[src/hdl/csb_pkg.sv]
// Shared types and constants for the counting semaphore bank.
package csb_pkg;

  // Default sizes
  localparam int unsigned NUM_RESOURCES_DEF = 8;
  localparam int unsigned QUEUE_DEPTH_DEF   = 16;
  localparam int unsigned PID_BITS_DEF      = 8;

  // Fixed field widths
  localparam int unsigned CMD_W   = 2;
  localparam int unsigned PIDIN_W = 8;
  localparam int unsigned RIDX_W  = 4;
  localparam int unsigned STAT_W  = 2;
  localparam int unsigned CNT_W   = 9;
  localparam int unsigned CFG_W   = 64;

  // Count limits
  localparam logic signed [CNT_W-1:0] CNT_MAX = 9'sd255;
  localparam logic signed [CNT_W-1:0] CNT_MIN = -9'sd256;

  // Commands
  localparam logic [CMD_W-1:0] CMD_WAIT        = 2'd0;
  localparam logic [CMD_W-1:0] CMD_SIGNAL      = 2'd1;
  localparam logic [CMD_W-1:0] CMD_EXIT        = 2'd2;
  localparam logic [CMD_W-1:0] CMD_EXIT_ALIAS  = 2'd3;

  // Result status codes
  localparam logic [STAT_W-1:0] ST_GRANTED = 2'd0;
  localparam logic [STAT_W-1:0] ST_BLOCKED = 2'd1;
  localparam logic [STAT_W-1:0] ST_NO_RES  = 2'd2;
  localparam logic [STAT_W-1:0] ST_FULL    = 2'd3;

  // Configuration register indexes
  localparam logic CFG_RES_IN_USE  = 1'b0;
  localparam logic CFG_INIT_COUNTS = 1'b1;

  // Sequencer states
  typedef enum logic [2:0] {
    S_IDLE,
    S_DECODE,
    S_RD,
    S_PROC,
    S_PASS_END,
    S_WAKE_CHK,
    S_DONE
  } csb_state_e;

  // Which queue walk is running
  typedef enum logic [1:0] {
    PH_SELF,
    PH_HEAD,
    PH_PURGE
  } csb_phase_e;

endpackage

[src/hdl/counting_semaphore_bank_fifo_waiters_core.sv]
// Top level of the counting semaphore bank with FIFO wait queues.
//
// Usage: pulse start_i with command_i, process_id_i and resource_index_i;
// the transfer happens at an edge where start_i is high and busy_o is low.
// Exactly one result follows: done_o is high for one cycle while status_o,
// count_after_o, woken_valid_o and woken_pid_o hold the result. The
// receiver cannot stall; the result is taken in that cycle.
// Configuration: cfg_we_i with cfg_idx_i selects resources_in_use (0) or
// initial_counts (1); writing initial_counts loads all counts at once.
// Write only while busy_o is low.
// Sequence: wait and unknown resource go from decode straight to done.
// A signal walks the addressed queue, optionally the head removal walk,
// and for exit one walk per valid queue; each queue entry takes a read
// state and a process state on the single-read slot memory.
// One command is handled at a time.
// Reset: counts, occupancies and resources_in_use are zero; the slot
// memory is not cleared and needs no clearing pass.
module counting_semaphore_bank_fifo_waiters_core import csb_pkg::*; #(
  parameter int unsigned NUM_RESOURCES = NUM_RESOURCES_DEF,
  parameter int unsigned QUEUE_DEPTH   = QUEUE_DEPTH_DEF,
  parameter int unsigned PID_BITS      = PID_BITS_DEF
) (
  input  logic                    clk_i,
  input  logic                    rst_ni,
  input  logic                    start_i,
  output logic                    busy_o,
  input  logic [CMD_W-1:0]        command_i,
  input  logic [PIDIN_W-1:0]      process_id_i,
  input  logic [RIDX_W-1:0]       resource_index_i,
  output logic                    done_o,
  output logic [STAT_W-1:0]       status_o,
  output logic signed [CNT_W-1:0] count_after_o,
  output logic                    woken_valid_o,
  output logic [PIDIN_W-1:0]      woken_pid_o,
  input  logic                    cfg_we_i,
  input  logic                    cfg_idx_i,
  input  logic [CFG_W-1:0]        cfg_wdata_i
);

  localparam int unsigned DEPTH  = NUM_RESOURCES * QUEUE_DEPTH;
  localparam int unsigned ADDR_W = $clog2(DEPTH);

  logic [RIDX_W-1:0]   rin_q;
  logic [RIDX_W-1:0]   nres;
  logic                cnt_load;
  logic                we, re;
  logic [ADDR_W-1:0]   waddr, raddr;
  logic [PID_BITS-1:0] wdata, rdata;

  // resources_in_use register
  always_ff @(posedge clk_i or negedge rst_ni) begin
    if (!rst_ni) begin
      rin_q <= '0;
    end else if (cfg_we_i && cfg_idx_i == CFG_RES_IN_USE) begin
      rin_q <= cfg_wdata_i[RIDX_W-1:0];
    end
  end

  assign nres     = (rin_q > RIDX_W'(NUM_RESOURCES)) ? RIDX_W'(NUM_RESOURCES) : rin_q;
  assign cnt_load = cfg_we_i && cfg_idx_i == CFG_INIT_COUNTS;

  csb_ctrl #(
    .NUM_RESOURCES (NUM_RESOURCES),
    .QUEUE_DEPTH   (QUEUE_DEPTH),
    .PID_BITS      (PID_BITS)
  ) u_ctrl (
    .clk_i,
    .rst_ni,
    .start_i,
    .command_i,
    .process_id_i,
    .resource_index_i,
    .busy_o,
    .nres_i        (nres),
    .cnt_load_i    (cnt_load),
    .init_counts_i (cfg_wdata_i),
    .done_o,
    .status_o,
    .count_after_o,
    .woken_valid_o,
    .woken_pid_o,
    .mem_we_o      (we),
    .mem_waddr_o   (waddr),
    .mem_wdata_o   (wdata),
    .mem_re_o      (re),
    .mem_raddr_o   (raddr),
    .mem_rdata_i   (rdata)
  );

  csb_slot_ram #(
    .DEPTH (DEPTH),
    .WIDTH (PID_BITS)
  ) u_ram (
    .clk_i,
    .we_i    (we),
    .waddr_i (waddr),
    .wdata_i (wdata),
    .re_i    (re),
    .raddr_i (raddr),
    .rdata_o (rdata)
  );

endmodule

[src/hdl/csb_slot_ram.sv]
// Waiter slot memory: one write port, one read port, registered read data.
module csb_slot_ram import csb_pkg::*; #(
  parameter int unsigned DEPTH = NUM_RESOURCES_DEF * QUEUE_DEPTH_DEF,
  parameter int unsigned WIDTH = PID_BITS_DEF,
  localparam int unsigned AW   = (DEPTH > 1) ? $clog2(DEPTH) : 1
) (
  input  logic             clk_i,
  input  logic             we_i,
  input  logic [AW-1:0]    waddr_i,
  input  logic [WIDTH-1:0] wdata_i,
  input  logic             re_i,
  input  logic [AW-1:0]    raddr_i,
  output logic [WIDTH-1:0] rdata_o
);

  logic [WIDTH-1:0] mem_q [DEPTH];

  always_ff @(posedge clk_i) begin
    if (we_i) begin
      mem_q[waddr_i] <= wdata_i;
    end
  end

  always_ff @(posedge clk_i) begin
    if (re_i) begin
      rdata_o <= mem_q[raddr_i];
    end
  end

endmodule

[src/hdl/csb_ctrl.sv]
// Command sequencer: counts, occupancies and queue walks over the slot memory.
module csb_ctrl import csb_pkg::*; #(
  parameter int unsigned NUM_RESOURCES = NUM_RESOURCES_DEF,
  parameter int unsigned QUEUE_DEPTH   = QUEUE_DEPTH_DEF,
  parameter int unsigned PID_BITS      = PID_BITS_DEF,
  localparam int unsigned RES_W  = (NUM_RESOURCES > 1) ? $clog2(NUM_RESOURCES) : 1,
  localparam int unsigned OCC_W  = $clog2(QUEUE_DEPTH + 1),
  localparam int unsigned ADDR_W = $clog2(NUM_RESOURCES * QUEUE_DEPTH)
) (
  input  logic                       clk_i,
  input  logic                       rst_ni,
  // command channel
  input  logic                       start_i,
  input  logic [CMD_W-1:0]           command_i,
  input  logic [PIDIN_W-1:0]         process_id_i,
  input  logic [RIDX_W-1:0]          resource_index_i,
  output logic                       busy_o,
  // configuration
  input  logic [RIDX_W-1:0]          nres_i,
  input  logic                       cnt_load_i,
  input  logic [CFG_W-1:0]           init_counts_i,
  // result channel
  output logic                       done_o,
  output logic [STAT_W-1:0]          status_o,
  output logic signed [CNT_W-1:0]    count_after_o,
  output logic                       woken_valid_o,
  output logic [PIDIN_W-1:0]         woken_pid_o,
  // slot memory
  output logic                       mem_we_o,
  output logic [ADDR_W-1:0]          mem_waddr_o,
  output logic [PID_BITS-1:0]        mem_wdata_o,
  output logic                       mem_re_o,
  output logic [ADDR_W-1:0]          mem_raddr_o,
  input  logic [PID_BITS-1:0]        mem_rdata_i
);

  csb_state_e state_q, state_d;
  csb_phase_e ph_q;

  logic [CMD_W-1:0]        cmd_q;
  logic [PID_BITS-1:0]     pid_q;
  logic [RIDX_W-1:0]       idx_q;
  logic [RIDX_W-1:0]       r_q;
  logic [OCC_W-1:0]        k_q;
  logic                    found_q;
  logic [STAT_W-1:0]       stat_q;
  logic                    wv_q;
  logic [PID_BITS-1:0]     wpid_q;
  logic                    done_q;

  logic signed [CNT_W-1:0] cnt_q [NUM_RESOURCES];
  logic [OCC_W-1:0]        occ_q [NUM_RESOURCES];

  logic [RES_W-1:0]        idx_s, r_s;
  logic                    is_err, is_exit, wake_ok, match, q_full;
  logic signed [CNT_W-1:0] c_idx;

  function automatic logic [ADDR_W-1:0] slot_addr(input logic [RES_W-1:0] r,
                                                  input logic [OCC_W-1:0] k);
    return ADDR_W'(r) * ADDR_W'(QUEUE_DEPTH) + ADDR_W'(k);
  endfunction

  assign idx_s   = idx_q[RES_W-1:0];
  assign r_s     = r_q[RES_W-1:0];
  assign c_idx   = cnt_q[idx_s];
  assign is_err  = (idx_q >= nres_i);
  assign is_exit = (cmd_q == CMD_EXIT) || (cmd_q == CMD_EXIT_ALIAS);
  assign wake_ok = (c_idx <= 9'sd0) && (occ_q[idx_s] != '0);
  assign q_full  = (occ_q[idx_s] >= OCC_W'(QUEUE_DEPTH));
  assign match   = (ph_q == PH_HEAD) ? (k_q == '0) : (mem_rdata_i == pid_q);

  // Next state
  always_comb begin
    state_d = state_q;
    unique case (state_q)
      S_IDLE:     if (start_i) state_d = S_DECODE;
      S_DECODE: begin
        if (is_err || cmd_q == CMD_WAIT) state_d = S_DONE;
        else                             state_d = S_RD;
      end
      S_RD:       state_d = (k_q == occ_q[r_s]) ? S_PASS_END : S_PROC;
      S_PROC:     state_d = S_RD;
      S_PASS_END: begin
        unique case (ph_q)
          PH_SELF:  state_d = S_WAKE_CHK;
          PH_HEAD:  state_d = is_exit ? S_RD : S_DONE;
          PH_PURGE: state_d = ((r_q + 1'b1) < nres_i) ? S_RD : S_DONE;
          default:  state_d = S_DONE;
        endcase
      end
      S_WAKE_CHK: state_d = (wake_ok || is_exit) ? S_RD : S_DONE;
      S_DONE:     state_d = S_IDLE;
      default:    state_d = S_IDLE;
    endcase
  end

  // Outputs to the handshake and the slot memory
  always_comb begin
    busy_o      = (state_q != S_IDLE);
    mem_re_o    = (state_q == S_RD) && (k_q != occ_q[r_s]);
    mem_raddr_o = slot_addr(r_s, k_q);
    mem_we_o    = 1'b0;
    mem_waddr_o = slot_addr(r_s, k_q - 1'b1);
    mem_wdata_o = mem_rdata_i;
    if (state_q == S_DECODE) begin
      // append to the tail on a blocking wait
      mem_we_o    = !is_err && cmd_q == CMD_WAIT && c_idx <= 9'sd0 && !q_full;
      mem_waddr_o = slot_addr(idx_s, occ_q[idx_s]);
      mem_wdata_o = pid_q;
    end else if (state_q == S_PROC) begin
      // close the gap behind the removed entry
      mem_we_o = found_q;
    end
  end

  always_ff @(posedge clk_i or negedge rst_ni) begin
    if (!rst_ni) begin
      state_q <= S_IDLE;
    end else begin
      state_q <= state_d;
    end
  end

  // Datapath and per-resource state
  always_ff @(posedge clk_i or negedge rst_ni) begin
    if (!rst_ni) begin
      ph_q          <= PH_SELF;
      cmd_q         <= CMD_WAIT;
      pid_q         <= '0;
      idx_q         <= '0;
      r_q           <= '0;
      k_q           <= '0;
      found_q       <= 1'b0;
      stat_q        <= ST_GRANTED;
      wv_q          <= 1'b0;
      wpid_q        <= '0;
      done_q        <= 1'b0;
      status_o      <= ST_GRANTED;
      count_after_o <= '0;
      woken_valid_o <= 1'b0;
      woken_pid_o   <= '0;
      for (int i = 0; i < NUM_RESOURCES; i++) begin
        cnt_q[i] <= '0;
        occ_q[i] <= '0;
      end
    end else begin
      done_q <= 1'b0;
      unique case (state_q)
        S_IDLE: begin
          if (start_i) begin
            cmd_q  <= command_i;
            pid_q  <= PID_BITS'(process_id_i);
            idx_q  <= resource_index_i;
            stat_q <= ST_GRANTED;
            wv_q   <= 1'b0;
            wpid_q <= '0;
          end
        end
        S_DECODE: begin
          if (is_err) begin
            stat_q <= ST_NO_RES;
          end else if (cmd_q == CMD_WAIT) begin
            if (c_idx <= 9'sd0) begin
              if (q_full) begin
                stat_q <= ST_FULL;
              end else begin
                stat_q        <= ST_BLOCKED;
                occ_q[idx_s]  <= occ_q[idx_s] + 1'b1;
                if (c_idx != CNT_MIN) cnt_q[idx_s] <= c_idx - 1'b1;
              end
            end else begin
              cnt_q[idx_s] <= c_idx - 1'b1;
            end
          end else begin
            // signal or exit: bump, then walk the own queue for the caller
            if (c_idx != CNT_MAX) cnt_q[idx_s] <= c_idx + 1'b1;
            r_q     <= idx_q;
            k_q     <= '0;
            found_q <= 1'b0;
            ph_q    <= PH_SELF;
          end
        end
        S_RD: ;
        S_PROC: begin
          if (!found_q && match) begin
            found_q <= 1'b1;
            if (ph_q == PH_HEAD) begin
              wv_q   <= 1'b1;
              wpid_q <= mem_rdata_i;
            end
          end
          k_q <= k_q + 1'b1;
        end
        S_PASS_END: begin
          if (found_q) begin
            occ_q[r_s] <= occ_q[r_s] - 1'b1;
            if (ph_q == PH_PURGE && cnt_q[r_s] != CNT_MAX) cnt_q[r_s] <= cnt_q[r_s] + 1'b1;
          end
          k_q     <= '0;
          found_q <= 1'b0;
          if (ph_q == PH_HEAD) begin
            ph_q <= PH_PURGE;
            r_q  <= '0;
          end else if (ph_q == PH_PURGE) begin
            r_q <= r_q + 1'b1;
          end
        end
        S_WAKE_CHK: begin
          if (wake_ok) begin
            ph_q <= PH_HEAD;
            r_q  <= idx_q;
          end else begin
            ph_q <= PH_PURGE;
            r_q  <= '0;
          end
        end
        S_DONE: begin
          done_q        <= 1'b1;
          status_o      <= stat_q;
          count_after_o <= is_err ? '0 : c_idx;
          woken_valid_o <= wv_q;
          woken_pid_o   <= PIDIN_W'(wpid_q);
        end
        default: ;
      endcase
      // initial count register write loads every count at once
      if (cnt_load_i) begin
        for (int i = 0; i < NUM_RESOURCES; i++) begin
          cnt_q[i] <= $signed({1'b0, init_counts_i[8*i +: 8]});
        end
      end
    end
  end

  assign done_o = done_q;

  a_done_after_state: assert property (@(posedge clk_i) disable iff (!rst_ni)
    done_q |-> $past(state_q == S_DONE))
    else $error("result strobe without finishing state");

  a_occ_bound: assert property (@(posedge clk_i) disable iff (!rst_ni)
    occ_q[r_s] <= OCC_W'(QUEUE_DEPTH))
    else $error("queue occupancy above depth");

  a_proc_in_range: assert property (@(posedge clk_i) disable iff (!rst_ni)
    (state_q == S_PROC) |-> (k_q < occ_q[r_s]))
    else $error("walk read beyond occupancy");

  a_write_states: assert property (@(posedge clk_i) disable iff (!rst_ni)
    mem_we_o |-> (state_q == S_PROC || state_q == S_DECODE))
    else $error("slot write outside append or compaction");

endmodule
[config.mk]
export PLATFORM = sky130hd
export DESIGN_NAME = counting_semaphore_bank_fifo_waiters_core
export DESIGN_NICKNAME = d
export VERILOG_FILES = /design/src/hdl/csb_pkg.sv /design/src/hdl/counting_semaphore_bank_fifo_waiters_core.sv /design/src/hdl/csb_slot_ram.sv /design/src/hdl/csb_ctrl.sv
export SDC_FILE = /design/constraint.sdc
export NUM_CORES = 2
export LEC_CHECK = 0
export BUFFER_PORTS_ARGS = -buffer_cell sky130_fd_sc_hd__buf_2
export CORE_MARGIN = 2
export CORE_UTILIZATION = 35
export CTS_CLUSTER_SIZE = 10
export DETAILED_ROUTE_END_ITERATION = 8
export PLACE_DENSITY_LB_ADDON = 0.08
export SYNTH_ARGS = -nofsm -noshare
export SYNTH_HDL_FRONTEND = slang
export SYNTH_SLANG_ARGS = --single-unit
export TNS_END_PERCENT = 30
[constraint.sdc]
create_clock -name clk_i -period 8.5 [get_ports clk_i]
set_input_delay 0.425 -clock clk_i [delete_from_list [all_inputs] [get_ports clk_i]]
set_output_delay 0.425 -clock clk_i [all_outputs]
set_load 0.02 [all_outputs]
==> flow_metrics.py <==
metrics = {
    "grt": {
        "antenna_found_initial": 4,
        "grt_overflow_total": 0,
        "grt_pass1_wl_mm": 236,
        "use_met3_pct": 3.64,
        "grt.met1_usage_pct": 31.5,
        "busiest_layer": "met2",
        "grtUsageTotal_pct": 21.9,
        "grt_pass1_vias": 30500,
        "grt_start_max_net_pins": 120,
        "grt_use_met2_pct": 34.3,
    },
    "die": {
        "io_pins": 105,
        "initial_core_util_pct": 35.3,
        "die_w_um": 388,
        "fp.dieH_um": 388,
        "die_area_sq_um": 150000,
        "coreArea_sq_um": 146000,
        "row_count": 140,
    },
    "clock_network": {
        "worstSkewPairLatency_ns": 0.77,
        "numCtsBuffers": 147,
        "root_buffer": "clkbuf_16",
        "cts_tree": "yes",
        "clk_pin_slew_ns": 0.06,
        "htreeDepth": 4,
        "cts_buffer_depth": 3,
        "numClockSinks": 1209,
        "cts_resized": 0,
    },
    "worst_setup_path": {
        "rr_endpoint": "u_ram.mem_q[63][4]",
        "cp_top_family": "simple AND/OR/NAND/NOR gates",
        "setup.worst_path.end": "u_ram.mem_q[63][4]",
        "endpoint_kind": "flop",
        "crit_required_ns": 8.86,
        "ff2ff_path_depth": 11,
        "setup.worst_path.class": "flop to flop",
        "crit_cells": 11,
        "start_kind": "flop",
        "r2r_slack_ns": 2.65,
        "crit_start": "u_ctrl.idx_q[0]",
        "critPathMostFrequentCell": "a21o_1",
        "crit_buf_inv": 2,
        "critical-path-max-stage-delay_ns": 0.83,
        "reg2reg_from": "u_ctrl.idx_q[0]",
        "crit_slowest_cell": "nor2_1",
        "critPathMaxFanout": 30,
        "crit_arrival_ns": 6.21,
        "crit_chain": "buf_4, inv_1, ha_1, nand2b_1, a21o_1, a21o_1, a2111oi_0, a32oi_1, nor2b_1, nand2_2, nor2_1",
    },
    "sta": {
        "hold_violations": 0,
        "fin_crit_sh_pct": 68.9,
        "whs_ns": 0.0555,
        "rsz0062_at_grt": "no",
        "finalSetupViolCount": 0,
        "slew_violations": 0,
        "slew_headroom_pct": 20.7,
        "worst_pin_slew_ns": 1.18,
        "period_minus_slack_ns": 5.85,
        "clock_skew_ns": 0.0375,
        "fmax_ghz": 0.171,
        "tns_ns": 0,
    },
    "synthesis": {
        "yosys_warnings": 0,
        "synth_top_area_share_pct": 60.1,
        "synth_largest_area_cell": "edfxtp_1",
        "synth.yosys.seq_area_share_pct": 68.7,
        "synth_ff_type": "edfxtp_1",
        "synthesis.area_sq_um": 51600,
        "synth_area_per_cell_sq_um": 17.5,
        "async_flop_share_pct": 14.6,
        "synth_common_cells": "edfxtp_1, mux4_2, nor2_1, nand2_1, dfrtp_1",
        "synth_most_common_cell": "edfxtp_1",
        "synthDistinctLibCells": 79,
        "syn_nets": 3054,
        "ys_seq_elements": 1209,
        "synth.area.top_cells": "edfxtp_1, mux4_2, dfrtp_1, nor2_1, nand2_1",
        "synth_cells": 2946,
        "synth_edf_count": 1032,
    },
    "route": {
        "drtAntennaViolNets": 0,
        "wl_mm": 165,
        "drc": 0,
        "routedWlPerCell_um": 32.1,
        "first_pass_iters": 6,
        "vias_per_cell": 5.85,
        "num_vias": 30100,
        "drt_iter0_markers": 3302,
    },
    "layout": {
        "fillers": 13000,
        "finalNetCount": 3264,
        "drive_gt1_share_pct": 24.3,
        "area_growth_pct": 15.2,
    },
    "place": {
        "hpwl_mm": 105,
        "portBuffers": 104,
        "gp_congestion": 0.910,
    },
    "hold_path": {
        "hold_path_class": "primary input to flop",
    },
    "power_and_ir_drop": {
        "power_density_nw_per_um2": 354,
        "ir_worst_vdd_uv": 280,
        "p_leak_nw": 19.3,
    },
    "outcome": {
        "run_status": "finished clean",
    },
    "flow_run": {
        "cap_violations": 0,
    },
}
## layer usage
layer	wire length [um]	share of wire, %
met1	72100	44
met2	77200	47
met3	11400	6.9
met4	4390	2.7
met5	0	0
## power breakdown
part	switching [mW]	internal (mW)	total, mW
combinational	4.95	2.26	7.21
sequential	0.397	7.77	8.16
clock	2.35	3.32	5.67
total	7.69	13.3	21.0
## flip-flops by register name, indices dropped and copies added, names as in the netlist
register              count
u_ctrl.k_q                5
u_ctrl.r_q                4
u_ctrl.pid_q              8
u_ctrl.found_q            1
u_ctrl.occ_q             40
u_ctrl.stat_q             2
u_ram.rdata_o             8
u_ctrl.woken_valid_o      1
rin_q                     4
u_ctrl.wpid_q             8
u_ctrl.state_q            3
u_ram.mem_q            1024
u_ctrl.woken_pid_o        8
u_ctrl.done_o             1
u_ctrl.wv_q               1
u_ctrl.count_after_o      9
u_ctrl.status_o           2
u_ctrl.ph_q               2
u_ctrl.idx_q              4
u_ctrl.cmd_q              2
u_ctrl.cnt_q             72
## stage by stage
stage	cells	worst slack [ns]	util, %	cell area, sq um	total power [mW]
after floorplan	2946	4.09	-	51600	12.4
after global placement	4848	2.86	37.3	54400	15.5
after detailed placement	4849	2.65	37.3	54400	15.5
after CTS	5141	2.64	40.7	59400	21.2
after global routing	5141	2.25	40.7	59400	21.9
final	5142	2.65	40.7	59400	21.0
## worst min-delay path, cell delays in order
cell and delay, ns:
buf_2 0.08, nand2_1 0.14, nand2_1 0.12
## what timing repair did
action,CTS,global route
hold endpoints to repair,152,0
hold buffers,75,0
buffers inserted,0,0
## cells by family after synthesis
group	count (synthesis)	synth area share (%)
compound gates	406	5.85
xor+xnor	42	0.713
fa+ha+maj	27	0.648
buf+inv	204	1.54
flops	1209	68.7
mux	439	17.4
simple gates	619	5.16
## layout make-up
| type | instances | area, sq um | area share, % |
|---|---|---|---|
| inverter | 27 | 101 | 0.171 |
| multi-input combinational | 1533 | 15500 | 26.0 |
| timing repair buffer | 238 | 1730 | 2.91 |
| tap | 1917 | 2400 | 4.04 |
| clock buffer | 188 | 3980 | 6.70 |
| sequential | 1209 | 35400 | 59.7 |
| antenna | 1 | 2.50 | 0.00421 |
| clock inverter | 29 | 287 | 0.482 |
## worst min path at each step
| stage | slack [ns] | cells past startpoint | to | startpoint |
|---|---|---|---|---|
| floorplan | 0.13 | 0 | rin_q[0] | rst_ni |
| global route | 0.02 | 3 | u_ctrl.cmd_q[1] | command_i[1] |
| detailed placement | 0.46 | 2 | u_ctrl.count_after_o[7] | u_ctrl.count_after_o[7] |
| CTS | 0.005 | 3 | u_ctrl.cmd_q[1] | command_i[1] |
| finish | 0.06 | 3 | u_ctrl.cmd_q[1] | command_i[1] |
| global placement | 0.46 | 2 | u_ctrl.count_after_o[2] | u_ctrl.count_after_o[2] |
## placed cells by master (no fill, tap or decap), types with 17 or more instances in the layout
cell	count
buf_4	57
clkbuf_16	151
o21ai_0	60
clkbuf_1	31
nand3_1	33
mux2i_1	39
a221oi_1	45
mux4_2	362
dlygate4sd3_1	75
o31ai_1	23
a21oi_1	41
a22o_1	17
xnor2_1	25
a22oi_1	38
inv_1	25
nand2_1	204
dfrtp_1	169
and3_1	20
buf_2	104
o22ai_1	51
edfxtp_1	1032
ha_1	25
o2bb2ai_1	28
nor2_1	264
mux2_2	37
Power figures use the tool's default switching activity.
